`src/rtl/integer_sequence_queue_top_macros.svh`:
```
// Assertion macros for the integer sequence queue.
// Included by integer_sequence_queue_top.sv; no other dependencies.
`ifndef INTEGER_SEQUENCE_QUEUE_TOP_MACROS_SVH
`define INTEGER_SEQUENCE_QUEUE_TOP_MACROS_SVH

// Same-cycle implication, disabled while reset is asserted.
`define ISQ_ASSERT_NOW(label, clk, rst_n, ante, cons, msg) \
    label: assert property (@(posedge clk) disable iff (!rst_n) (ante) |-> (cons)) \
        else $error(msg);

// Next-cycle implication, disabled while reset is asserted.
`define ISQ_ASSERT_NEXT(label, clk, rst_n, ante, cons, msg) \
    label: assert property (@(posedge clk) disable iff (!rst_n) (ante) |=> (cons)) \
        else $error(msg);

`endif

```
`src/rtl/isq_pkg.sv`:
```
// Shared types and constants for the integer sequence queue.
// No dependencies; used by integer_sequence_queue_top.sv.
`timescale 1ns / 1ps
`default_nettype none

package isq_pkg;

    localparam int DEPTH = 16;
    localparam int AW    = (DEPTH > 1) ? $clog2(DEPTH) : 1;
    localparam int CW    = $clog2(DEPTH + 1);
    localparam int PW    = (CW > 5) ? CW : 5;

    // operation codes
    localparam logic [2:0] K_APPEND      = 3'd0;
    localparam logic [2:0] K_REMOVE_HEAD = 3'd1;
    localparam logic [2:0] K_READ_HEAD   = 3'd2;
    localparam logic [2:0] K_LENGTH      = 3'd3;
    localparam logic [2:0] K_READ_AT     = 3'd4;
    localparam logic [2:0] K_DELETE_AT   = 3'd5;
    localparam logic [2:0] K_FIND        = 3'd6;
    localparam logic [2:0] K_CLEAR       = 3'd7;

    // status codes
    localparam logic [2:0] ST_OK       = 3'd0;
    localparam logic [2:0] ST_EMPTY    = 3'd1;
    localparam logic [2:0] ST_NOPOS    = 3'd2;
    localparam logic [2:0] ST_FULL     = 3'd3;
    localparam logic [2:0] ST_NOTFOUND = 3'd4;

    typedef struct packed {
        logic [2:0]         kind;
        logic signed [31:0] value;
        logic [4:0]         position;
    } t_cmd;

    typedef struct packed {
        logic [2:0]         status;
        logic signed [31:0] data;
        logic [4:0]         found_position;
        logic [4:0]         length;
    } t_result;

endpackage

`default_nettype wire

```
`src/rtl/isq_ram.sv`:
```
// Generic single-write, single-read RAM with registered read data.
// No dependencies.
`timescale 1ns / 1ps
`default_nettype none

module isq_ram #(
    parameter int WIDTH = 32,
    parameter int DEPTH = 16
) (
    input  wire logic                                    i_clk,
    input  wire logic                                    i_we,
    input  wire logic [((DEPTH > 1) ? $clog2(DEPTH) : 1)-1:0] i_waddr,
    input  wire logic [WIDTH-1:0]                        i_wdata,
    input  wire logic [((DEPTH > 1) ? $clog2(DEPTH) : 1)-1:0] i_raddr,
    output logic      [WIDTH-1:0]                        o_rdata
);

    logic [WIDTH-1:0] r_mem [DEPTH];

    always_ff @(posedge i_clk) begin
        if (i_we) begin
            r_mem[i_waddr] <= i_wdata;
        end
        o_rdata <= r_mem[i_raddr];
    end

endmodule

`default_nettype wire

```
`src/rtl/integer_sequence_queue_top.sv`:
```
// Integer sequence queue: ordered store of signed words with indexed access and search.
// Depends on isq_pkg, isq_ram and integer_sequence_queue_top_macros.svh.
//
// Usage: drive i_cmd and raise start; the command is taken at a clock edge where
// start is high and busy is low. Every command gives exactly one transaction on
// o_result, valid for one cycle while o_done is high; the receiver cannot stall it.
// How each command completes after the accepting edge:
//   append, length, clear, and any command that fails its checks: o_done in the
//   next cycle, and busy stays low, so such commands can issue every cycle.
//   read head, read at: through the S_READ state (one registered RAM read).
//   find: walks the entries from the head and stops at the first match, or at the
//   last entry when there is no match.
//   remove head, delete at: no walk for the last entry, else each later entry moves
//   down one slot, one entry moved per cycle through the single RAM port pair.
// The entry RAM is walked one word a cycle by one shared compare/index unit.
// busy is high while a read or a walk runs.
// Reset (synchronous, active low) empties the queue; RAM contents are not cleared
// and no clearing pass is needed.
`timescale 1ns / 1ps
`default_nettype none
`include "integer_sequence_queue_top_macros.svh"

module integer_sequence_queue_top (
    input  wire logic             i_clk,
    input  wire logic             i_rst_n,
    input  wire logic             start,
    output logic                  busy,
    input  wire isq_pkg::t_cmd    i_cmd,
    output logic                  o_done,
    output isq_pkg::t_result      o_result
);

    localparam logic [1:0] S_IDLE  = 2'd0;
    localparam logic [1:0] S_READ  = 2'd1;
    localparam logic [1:0] S_FIND  = 2'd2;
    localparam logic [1:0] S_SHIFT = 2'd3;

    logic [1:0]                r_state, n_state;
    isq_pkg::t_cmd             r_cmd, n_cmd;
    logic [isq_pkg::CW-1:0]    r_count, n_count;
    logic [isq_pkg::AW-1:0]    r_idx, n_idx;
    isq_pkg::t_result          r_res, n_res;
    logic                      r_done, n_done;

    logic                      w_accept;
    logic                      w_empty;
    logic                      w_full;
    logic                      w_pos_bad;
    logic [isq_pkg::AW-1:0]    w_pos_idx;
    logic [isq_pkg::AW-1:0]    w_op_idx;
    logic [isq_pkg::AW-1:0]    w_last;
    logic [isq_pkg::CW-1:0]    w_idx_p1;
    logic [isq_pkg::CW-1:0]    w_idx_p2;

    logic                      w_we;
    logic [isq_pkg::AW-1:0]    w_waddr;
    logic [31:0]               w_wdata;
    logic [isq_pkg::AW-1:0]    w_raddr;
    logic [31:0]               w_rdata;

    isq_ram #(
        .WIDTH (32),
        .DEPTH (isq_pkg::DEPTH)
    ) u_ram (
        .i_clk   (i_clk),
        .i_we    (w_we),
        .i_waddr (w_waddr),
        .i_wdata (w_wdata),
        .i_raddr (w_raddr),
        .o_rdata (w_rdata)
    );

    assign busy     = (r_state != S_IDLE);
    assign w_accept = start && !busy;
    assign o_done   = r_done;
    assign o_result = r_res;

    assign w_empty   = (r_count == '0);
    assign w_full    = (r_count >= isq_pkg::CW'(isq_pkg::DEPTH));
    assign w_pos_bad = (i_cmd.position == 5'd0)
                    || (isq_pkg::PW'(i_cmd.position) > isq_pkg::PW'(r_count));
    assign w_pos_idx = isq_pkg::AW'(isq_pkg::PW'(i_cmd.position) - isq_pkg::PW'(1));
    assign w_last    = isq_pkg::AW'(r_count - isq_pkg::CW'(1));
    assign w_idx_p1  = isq_pkg::CW'(r_idx) + isq_pkg::CW'(1);
    assign w_idx_p2  = isq_pkg::CW'(r_idx) + isq_pkg::CW'(2);

    // head operations use slot 0, positional ones the slot of the given 1-based position
    assign w_op_idx  = ((i_cmd.kind == isq_pkg::K_READ_AT) || (i_cmd.kind == isq_pkg::K_DELETE_AT))
                     ? w_pos_idx : '0;

    always_comb begin
        n_state = r_state;
        n_cmd   = r_cmd;
        n_count = r_count;
        n_idx   = r_idx;
        n_res   = r_res;
        n_done  = 1'b0;
        w_we    = 1'b0;
        w_waddr = r_idx;
        w_wdata = w_rdata;
        w_raddr = r_idx;

        case (r_state)
            S_IDLE: begin
                if (w_accept) begin
                    n_cmd  = i_cmd;
                    n_done = 1'b1;
                    n_res.status         = isq_pkg::ST_OK;
                    n_res.data           = '0;
                    n_res.found_position = '0;
                    case (i_cmd.kind)
                        isq_pkg::K_APPEND: begin
                            if (w_full) begin
                                n_res.status = isq_pkg::ST_FULL;
                            end else begin
                                w_we    = 1'b1;
                                w_waddr = isq_pkg::AW'(r_count);
                                w_wdata = i_cmd.value;
                                n_count = r_count + isq_pkg::CW'(1);
                            end
                        end
                        isq_pkg::K_REMOVE_HEAD, isq_pkg::K_DELETE_AT: begin
                            if (w_empty) begin
                                n_res.status = isq_pkg::ST_EMPTY;
                            end else if ((i_cmd.kind == isq_pkg::K_DELETE_AT) && w_pos_bad) begin
                                n_res.status = isq_pkg::ST_NOPOS;
                            end else if (w_op_idx == w_last) begin
                                n_count = r_count - isq_pkg::CW'(1);
                            end else begin
                                // close up: fetch the entry after the gap
                                w_raddr = w_op_idx + isq_pkg::AW'(1);
                                n_idx   = w_op_idx;
                                n_state = S_SHIFT;
                                n_done  = 1'b0;
                            end
                        end
                        isq_pkg::K_READ_HEAD, isq_pkg::K_READ_AT: begin
                            if (w_empty) begin
                                n_res.status = isq_pkg::ST_EMPTY;
                            end else if ((i_cmd.kind == isq_pkg::K_READ_AT) && w_pos_bad) begin
                                n_res.status = isq_pkg::ST_NOPOS;
                            end else begin
                                w_raddr = w_op_idx;
                                n_state = S_READ;
                                n_done  = 1'b0;
                            end
                        end
                        isq_pkg::K_FIND: begin
                            if (w_empty) begin
                                n_res.status = isq_pkg::ST_NOTFOUND;
                            end else begin
                                w_raddr = '0;
                                n_idx   = '0;
                                n_state = S_FIND;
                                n_done  = 1'b0;
                            end
                        end
                        isq_pkg::K_CLEAR: begin
                            n_count = '0;
                        end
                        default: begin
                        end
                    endcase
                    n_res.length = 5'(n_count);
                end
            end
            S_READ: begin
                n_res.status         = isq_pkg::ST_OK;
                n_res.data           = w_rdata;
                n_res.found_position = '0;
                n_res.length         = 5'(r_count);
                n_done               = 1'b1;
                n_state              = S_IDLE;
            end
            S_FIND: begin
                n_res.data   = '0;
                n_res.length = 5'(r_count);
                if (w_rdata == r_cmd.value) begin
                    n_res.status         = isq_pkg::ST_OK;
                    n_res.found_position = 5'(w_idx_p1);
                    n_done               = 1'b1;
                    n_state              = S_IDLE;
                end else if (w_idx_p1 == r_count) begin
                    n_res.status         = isq_pkg::ST_NOTFOUND;
                    n_res.found_position = '0;
                    n_done               = 1'b1;
                    n_state              = S_IDLE;
                end else begin
                    w_raddr = r_idx + isq_pkg::AW'(1);
                    n_idx   = r_idx + isq_pkg::AW'(1);
                end
            end
            S_SHIFT: begin
                // move the fetched entry down one slot
                w_we    = 1'b1;
                w_waddr = r_idx;
                w_wdata = w_rdata;
                if (w_idx_p2 == r_count) begin
                    n_count              = r_count - isq_pkg::CW'(1);
                    n_res.status         = isq_pkg::ST_OK;
                    n_res.data           = '0;
                    n_res.found_position = '0;
                    n_res.length         = 5'(r_count - isq_pkg::CW'(1));
                    n_done               = 1'b1;
                    n_state              = S_IDLE;
                end else begin
                    w_raddr = r_idx + isq_pkg::AW'(2);
                    n_idx   = r_idx + isq_pkg::AW'(1);
                end
            end
            default: begin
                n_state = S_IDLE;
            end
        endcase
    end

    always_ff @(posedge i_clk) begin
        if (!i_rst_n) begin
            r_state <= S_IDLE;
            r_count <= '0;
            r_done  <= 1'b0;
        end else begin
            r_state <= n_state;
            r_count <= n_count;
            r_done  <= n_done;
        end
    end

    always_ff @(posedge i_clk) begin
        r_cmd <= n_cmd;
        r_idx <= n_idx;
        r_res <= n_res;
    end

    `ISQ_ASSERT_NOW(a_count_bound, i_clk, i_rst_n, 1'b1, r_count <= isq_pkg::CW'(isq_pkg::DEPTH), "count exceeds depth")
    `ISQ_ASSERT_NOW(a_len_match, i_clk, i_rst_n, o_done, o_result.length == 5'(r_count), "reported length differs from count")
    `ISQ_ASSERT_NOW(a_no_done_busy, i_clk, i_rst_n, busy, !o_done, "transaction reported during walk")
    `ISQ_ASSERT_NEXT(a_append_grow, i_clk, i_rst_n, w_accept && (i_cmd.kind == isq_pkg::K_APPEND) && !w_full, r_count == $past(r_count) + isq_pkg::CW'(1), "append did not grow queue")

endmodule

`default_nettype wire
```
`config.mk`:
```
export PLATFORM = sky130hd
export DESIGN_NAME = integer_sequence_queue_top
export DESIGN_NICKNAME = d
export VERILOG_FILES = /design/src/rtl/isq_pkg.sv /design/src/rtl/isq_ram.sv /design/src/rtl/integer_sequence_queue_top.sv
export VERILOG_INCLUDE_DIRS = /design/src /design/src/rtl
export SDC_FILE = /design/constraint.sdc
export NUM_CORES = 1
export LEC_CHECK = 0
export BUFFER_PORTS_ARGS = -buffer_cell sky130_fd_sc_hd__buf_2
export CAP_MARGIN = 20
export CORE_UTILIZATION = 55
export DETAILED_ROUTE_END_ITERATION = 8
export GPL_TIMING_DRIVEN = 0
export PLACE_DENSITY = 0.72
export SLEW_MARGIN = 20
export SYNTH_ARGS = -nofsm -noshare
export SYNTH_HDL_FRONTEND = slang
export SYNTH_SLANG_ARGS = --single-unit
```
`constraint.sdc`:
```
create_clock -name i_clk -period 7.9 [get_ports i_clk]
set_input_delay 0.79 -clock i_clk [delete_from_list [all_inputs] [get_ports i_clk]]
set_output_delay 0.79 -clock i_clk [all_outputs]
set_load 0.05 [all_outputs]
```
Word level (Yosys, flattened, before mapping). Memories as Yosys holds them, arrays and structs flattened. A register that Yosys moved wholly into a read port is not among the register bits. Index checks and enable logic that the tools add are counted.

$add $sub $neg: 8. $lt $le $gt $ge: 2. Equality and inequality tests: 25. Mux-type cells: 80. Reductions and logical operators: 21.

Operator list (count): 45-bit one-hot mux with 4 select lines (1); 32-bit two-way mux (4); 45-bit two-way mux (2); 4-bit two-way mux (20); 5-bit two-way mux (8); 4-bit one-hot mux with 3 select lines (3); 32-bit equality test (1); 2-bit two-way mux (15); 3-bit != test, second input constant (7); 1-bit two-way mux (15); 5-bit one-hot mux with 3 select lines (1); 3-bit equality test, second input constant (4); 3-bit one-hot mux with 4 select lines (1); 5-bit equality test (2); 5-bit logical NOT (2); 5-bit one-hot mux with 2 select lines (1); 10-bit AND reduction (1); 3-bit two-way mux (3); 4-bit by 1-bit adder with 4-bit output, second input constant (2); 2-bit one-hot mux with 4 select lines (1); 4-bit one-hot mux with 2 select lines (1); 7-bit AND reduction (1); 2-bit != test, second input constant (3); 2-bit one-hot mux with 3 select lines (1); other kinds (28) (36).

Bits in registers: 89. RAM bits: 512. Input port bits: 43. Output and inout port bits: 47. Word-level logic and storage cells: 146. Memories: 1.

Memory list: u_ram.r_mem (words 16, bits a word 32, read ports 1, clocked after memory_dff 1, wr ports 1, RTL line isq_ram.sv:18) `logic [WIDTH-1:0] r_mem [DEPTH];`.

Longest topological paths before layout.
Depth in word-level cells: 10. Gate-level depth with buffers: 17.

By module. A second synthesis with hierarchy kept.

Cell total of the unflattened synthesis: 1403. Area total of the unflattened synthesis: 25642.1 um^2.

By module, submodules not included: isq_ram (times used 1, cells an instance 838, area an instance 19835.3 um^2, sequential area each 16015.4 um^2); integer_sequence_queue_top (times used 1, cells an instance 565, area an instance 5806.8 um^2, sequential area each 2592.5 um^2).

Worst setup path after synthesis. OpenSTA, ideal clock, no wires.

Kind: input -> register. Start point: input i_cmd[37] in the netlist's numbering. End point: memory u_ram.r_mem[12][0], enable pin. Library setup time: 502 ps. Data arrival time: 5644 ps. Slack: 1755 ps. Stages on the path: 7. Path buffers: 2. Cell sequence: buf_2 or3_1 nor3_1 clkbuf_1 nand3_1 o31a_1 nor4_1.

Longest elaborated chain between the ends: 6. Elaborated cells between the ends (all ways): 9.

Ends and longest elaborated chain: from (decl) (RTL line integer_sequence_queue_top.sv:28) `input wire isq_pkg::t_cmd i_cmd,`; 3-bit logical NOT * (RTL line integer_sequence_queue_top.sv:111) `case (i_cmd.kind)`; 1-bit two-way mux (RTL line integer_sequence_queue_top.sv:111); 1-bit two-way mux (RTL line integer_sequence_queue_top.sv:105) `if (w_accept) begin`; 1-bit one-hot mux with 2 select lines (RTL line integer_sequence_queue_top.sv:103) `case (r_state)`; 1-bit two-way mux (RTL line isq_ram.sv:21) `if (i_we) begin`; 1-bit two-way mux (implied by the code) (RTL line isq_ram.sv:22) `r_mem[i_waddr] <= i_wdata;`; to (decl) (RTL line isq_ram.sv:18).

Every way passes the cells marked *; elsewhere a longest branch is shown, timed or not.

Worst setup path after layout.
Start point: register r_count[0] in the netlist's numbering. End point: register u_ram.o_rdata[21] (read register of u_ram.r_mem).

Longest elaborated chain between the ends: 8. Elaborated cells between the ends (all ways): 21.

Ends and longest elaborated chain: from (decl) (RTL line integer_sequence_queue_top.sv:40) `logic [isq_pkg::CW-1:0] r_count, n_count;`; from (signal assigned) (RTL line integer_sequence_queue_top.sv:224) `r_count <= n_count;`; 5-bit by 1-bit subtractor with 5-bit output / 5-bit greater-than comparator (equally long branches); 4-bit equality test / 1-bit logical OR (equally long branches) (RTL line integer_sequence_queue_top.sv:127, integer_sequence_queue_top.sv:81); 4-bit two-way mux (tied with other cells) (RTL line integer_sequence_queue_top.sv:127) `end else if (w_op_idx == w_last) begin`; 4-bit two-way mux, on equally long branches (RTL line integer_sequence_queue_top.sv:125, integer_sequence_queue_top.sv:140); 4-bit two-way mux, on equally long branches (RTL line integer_sequence_queue_top.sv:123, integer_sequence_queue_top.sv:138); 4-bit one-hot mux with 3 select lines (RTL line integer_sequence_queue_top.sv:111); 4-bit two-way mux (RTL line integer_sequence_queue_top.sv:105); 4-bit one-hot mux with 3 select lines * (RTL line integer_sequence_queue_top.sv:103); to (decl) (RTL line isq_ram.sv:15) `output logic [WIDTH-1:0] o_rdata`.

Marks and branches as above. A chain may end at the register's enable or synchronous reset.

==> metrics <==
status finished, final reports clean; drt total wl 82200 um; Warnings, synthesis 0; WL/cell 28.6 um; Pins Over Slew Limit 0; share of post-route cells with drive strength above 1 18.0%; largest net degree at the start of global routing 23; max incr delay on CP 0.63 ns; final net count 2204; Die Wd 228 um; CP Class flop to flop; max-cap check violation count 0; Synth cell types 94; io pins 90; LEAKAGE 11.1 nW; setup TNS 0 ns; core area 50400 sq um; slowest CP cell clkbuf_1; root buf cell clkbuf_16; CTS max path bufs 3; commonest cells after routing, fill and taps aside edfxtp_1 (593), nand4_1 (197), buf_2 (170), mux2i_1 (169), clkbuf_1 (103); drt pass-1 iters 6; Post-synth EDFFs 593; post-CTS setup buffers 0; synthesized cell area 28200 sq um; Synth Instances 1948; first-pass GRT wire length 122000 um; post-route ant nets 0; vias per std cell 6.71; grt total ovfl 0; Max Fclk 0.184 GHz; synthesized area per cell 14.5 sq um; worst min path class input pin to flop; Total GRT Usage 31.6%; Placed Cells 2746; via count 19200; Layout area overhead 14.3%; CP arrival 5.85 ns; drt drc 0; Clk Latency, worst-skew pair 0.61 ns; top_reg_cell synth edfxtp_1; Sw Ratio 41.9%; Place WS 2.62 ns; RSZ-0062 raised after global routing false; share of flip-flops with an asynchronous set or reset 0%; hold depth 1; register bit count reported by yosys 633; CP required 8.33 ns; CTS tree done; hold violation count in the final report 0; Starting Density 56.0%; clk_skew 0.0219 ns; Die Ht 228 um; setup violators final 0; Worst-path clk slew 0.06 ns; H-tree depth 3; fin crit period 5.42 ns; CP Cell Sequence clkbuf_1 > inv_1 > ha_1 > nor4b_4 > nor3_1 > o2111ai_1 > nand4b_1 > a41o_1 > o31a_1 > o21ai_2 > buf_6 > clkbuf_1 > nand4_1 > o2111ai_1 > o221ai_1; sequential fraction of design power 32.6%; Post-DP HPWL 57300 um; # rows 82; TritonCTS Buffers 67; initial antenna violation count 0; RD Place Congestion 0.913; syn nets 2009; switching pwr 0.00572 W; antenna fix cells 0; Min Hold Slack 0.371 ns; worst slew pin tran 1.02 ns; worst-path maximum fanout 10; PD cells 423 nW/um^2; port bufs 87; CP endpoint kind flop; Int Power 0.00793 W; sequential element share of the synthesized area 66.0%; VDD IR-drop max 0.000269 V; R2R depth 15; worst setup margin 2.48 ns; clock sink total 633; Combinational Power Share 44.6%; number of hold buffers added after CTS 0; Final Cycle Share 68.6%; DRT iter0 DRCs 2482; commonest non-fill, non-tap cell in the layout edfxtp_1; Worst Setup Start Kind flop; Clk pwr share 22.7%; DIE AREA 52200 sq um; Finished Layout Cells 2868; Slew headroom 31.9%; CTS resizes 0; vias in the first global route 18900
path summary, 6_finish.rpt:
check | start | endpoint | slack, ns
setup / recovery | r_count[0]$_SDFFE_PN0P_ | u_ram.o_rdata[21]$_DFF_P_ | 2.48
hold / removal | i_cmd[35] | r_cmd[35]$_DFFE_PP_ | 0.37
hold reg to reg | r_state[1]$_SDFFE_PN0P_ | r_state[1]$_SDFFE_PN0P_ | 0.54
setup reg to reg | r_count[0]$_SDFFE_PN0P_ | u_ram.o_rdata[21]$_DFF_P_ | 2.48
final cells by class:
type,instances,area (sq um)
Clock buffer,98,1910
Buffer,177,953
Timing Repair Buffer,126,898
Inverter,24,90.1
Multi-Input combinational cell,1114,8670
Tap cell,672,841
Sequential cell,633,18600
Clock inverter,24,265
Fill cell,3657,18100
critical path: cells and delay by family, from the launching register on:
family,cells,cell delay [ns]
buffers and inverters,4,1.60
adder cells (fa/ha/maj),1,0.26
AND/OR/NAND/NOR,4,1.24
AO/OA/AOI/OAI,6,1.74
flip-flops,1,0.36
power by group through the flow:
| stage | combinational [W] | sequential (W) | clock (W) |
|---|---|---|---|
| global placement | 0.00573 | 0.00452 | 0 |
| detailed placement | 0.00590 | 0.00452 | 0 |
| global route | 0.00634 | 0.00448 | 0.00324 |
| finish | 0.00609 | 0.00445 | 0.00310 |
| floorplan | 0.00358 | 0.00471 | 0 |
| CTS | 0.00594 | 0.00446 | 0.00312 |
stage by stage:
step	util (%)	area (sq um)	power (W)
final	64.0	32200	0.0136
after detailed placement	59.7	30100	0.0104
after global routing	64.0	32200	0.0141
after CTS	64.0	32200	0.0135
after global placement	58.5	29500	0.0102
after floorplan	-	28200	0.00829
registers in the layout, indices dropped and copies added, names as in the netlist:
register,flops
r_cmd,32
o_done,1
u_ram.o_rdata,32
r_state,2
u_ram.r_mem,512
o_result,45
r_idx,4
r_count,5
cell families after synthesis:
| logic type | synth area share, % |
|---|---|
| DFF | 66.0 |
| and+or+nand+nor | 10.5 |
| AOI/OAI and AO/OA | 9.83 |
| muxes | 7.45 |
| buffers and inverters | 3.70 |
| xor gates and xnor gates | 1.73 |
| adders and majority gates | 0.799 |
cell usage after synthesis (all sizes together), types with 4 or more instances:
cell type	count	share of area (%)
nor4	19	0.50
a21boi	6	0.16
edfxtp	593	63
nor2	36	0.48
xor2	39	1.2
inv	22	0.29
buf	95	2.3
and2	37	0.82
ha	18	0.80
nor2b	9	0.20
o2111ai	34	1.1
dfxtp	40	2.8
a211oi	4	0.16
clkbuf	82	1.1
nand2	36	0.48
or2	5	0.11
mux2i	170	6.0
a211o	4	0.12
mux2	35	1.4
a221oi	7	0.30
o21ai	82	1.5
nand4	198	4.4
o221ai	37	1.2
a22oi	70	1.9
nand3	11	0.20
or3	7	0.16
xnor2	15	0.49
and3b	64	2.0
o211ai	69	1.8
nor3	20	0.39
nand2b	9	0.20
a21oi	21	0.45
a31oi	8	0.18
per-layer routing:
layer	wire length [um]	up-vias	global-route usage, %
met2	37800	1222	49.2
met1	32200	9554	43.4
met4	3430	0	12.7
met5	0	-	0
met3	8680	198	7.01
li1	-	8261	-
No activity file was read; power rests on OpenSTA's default activity.
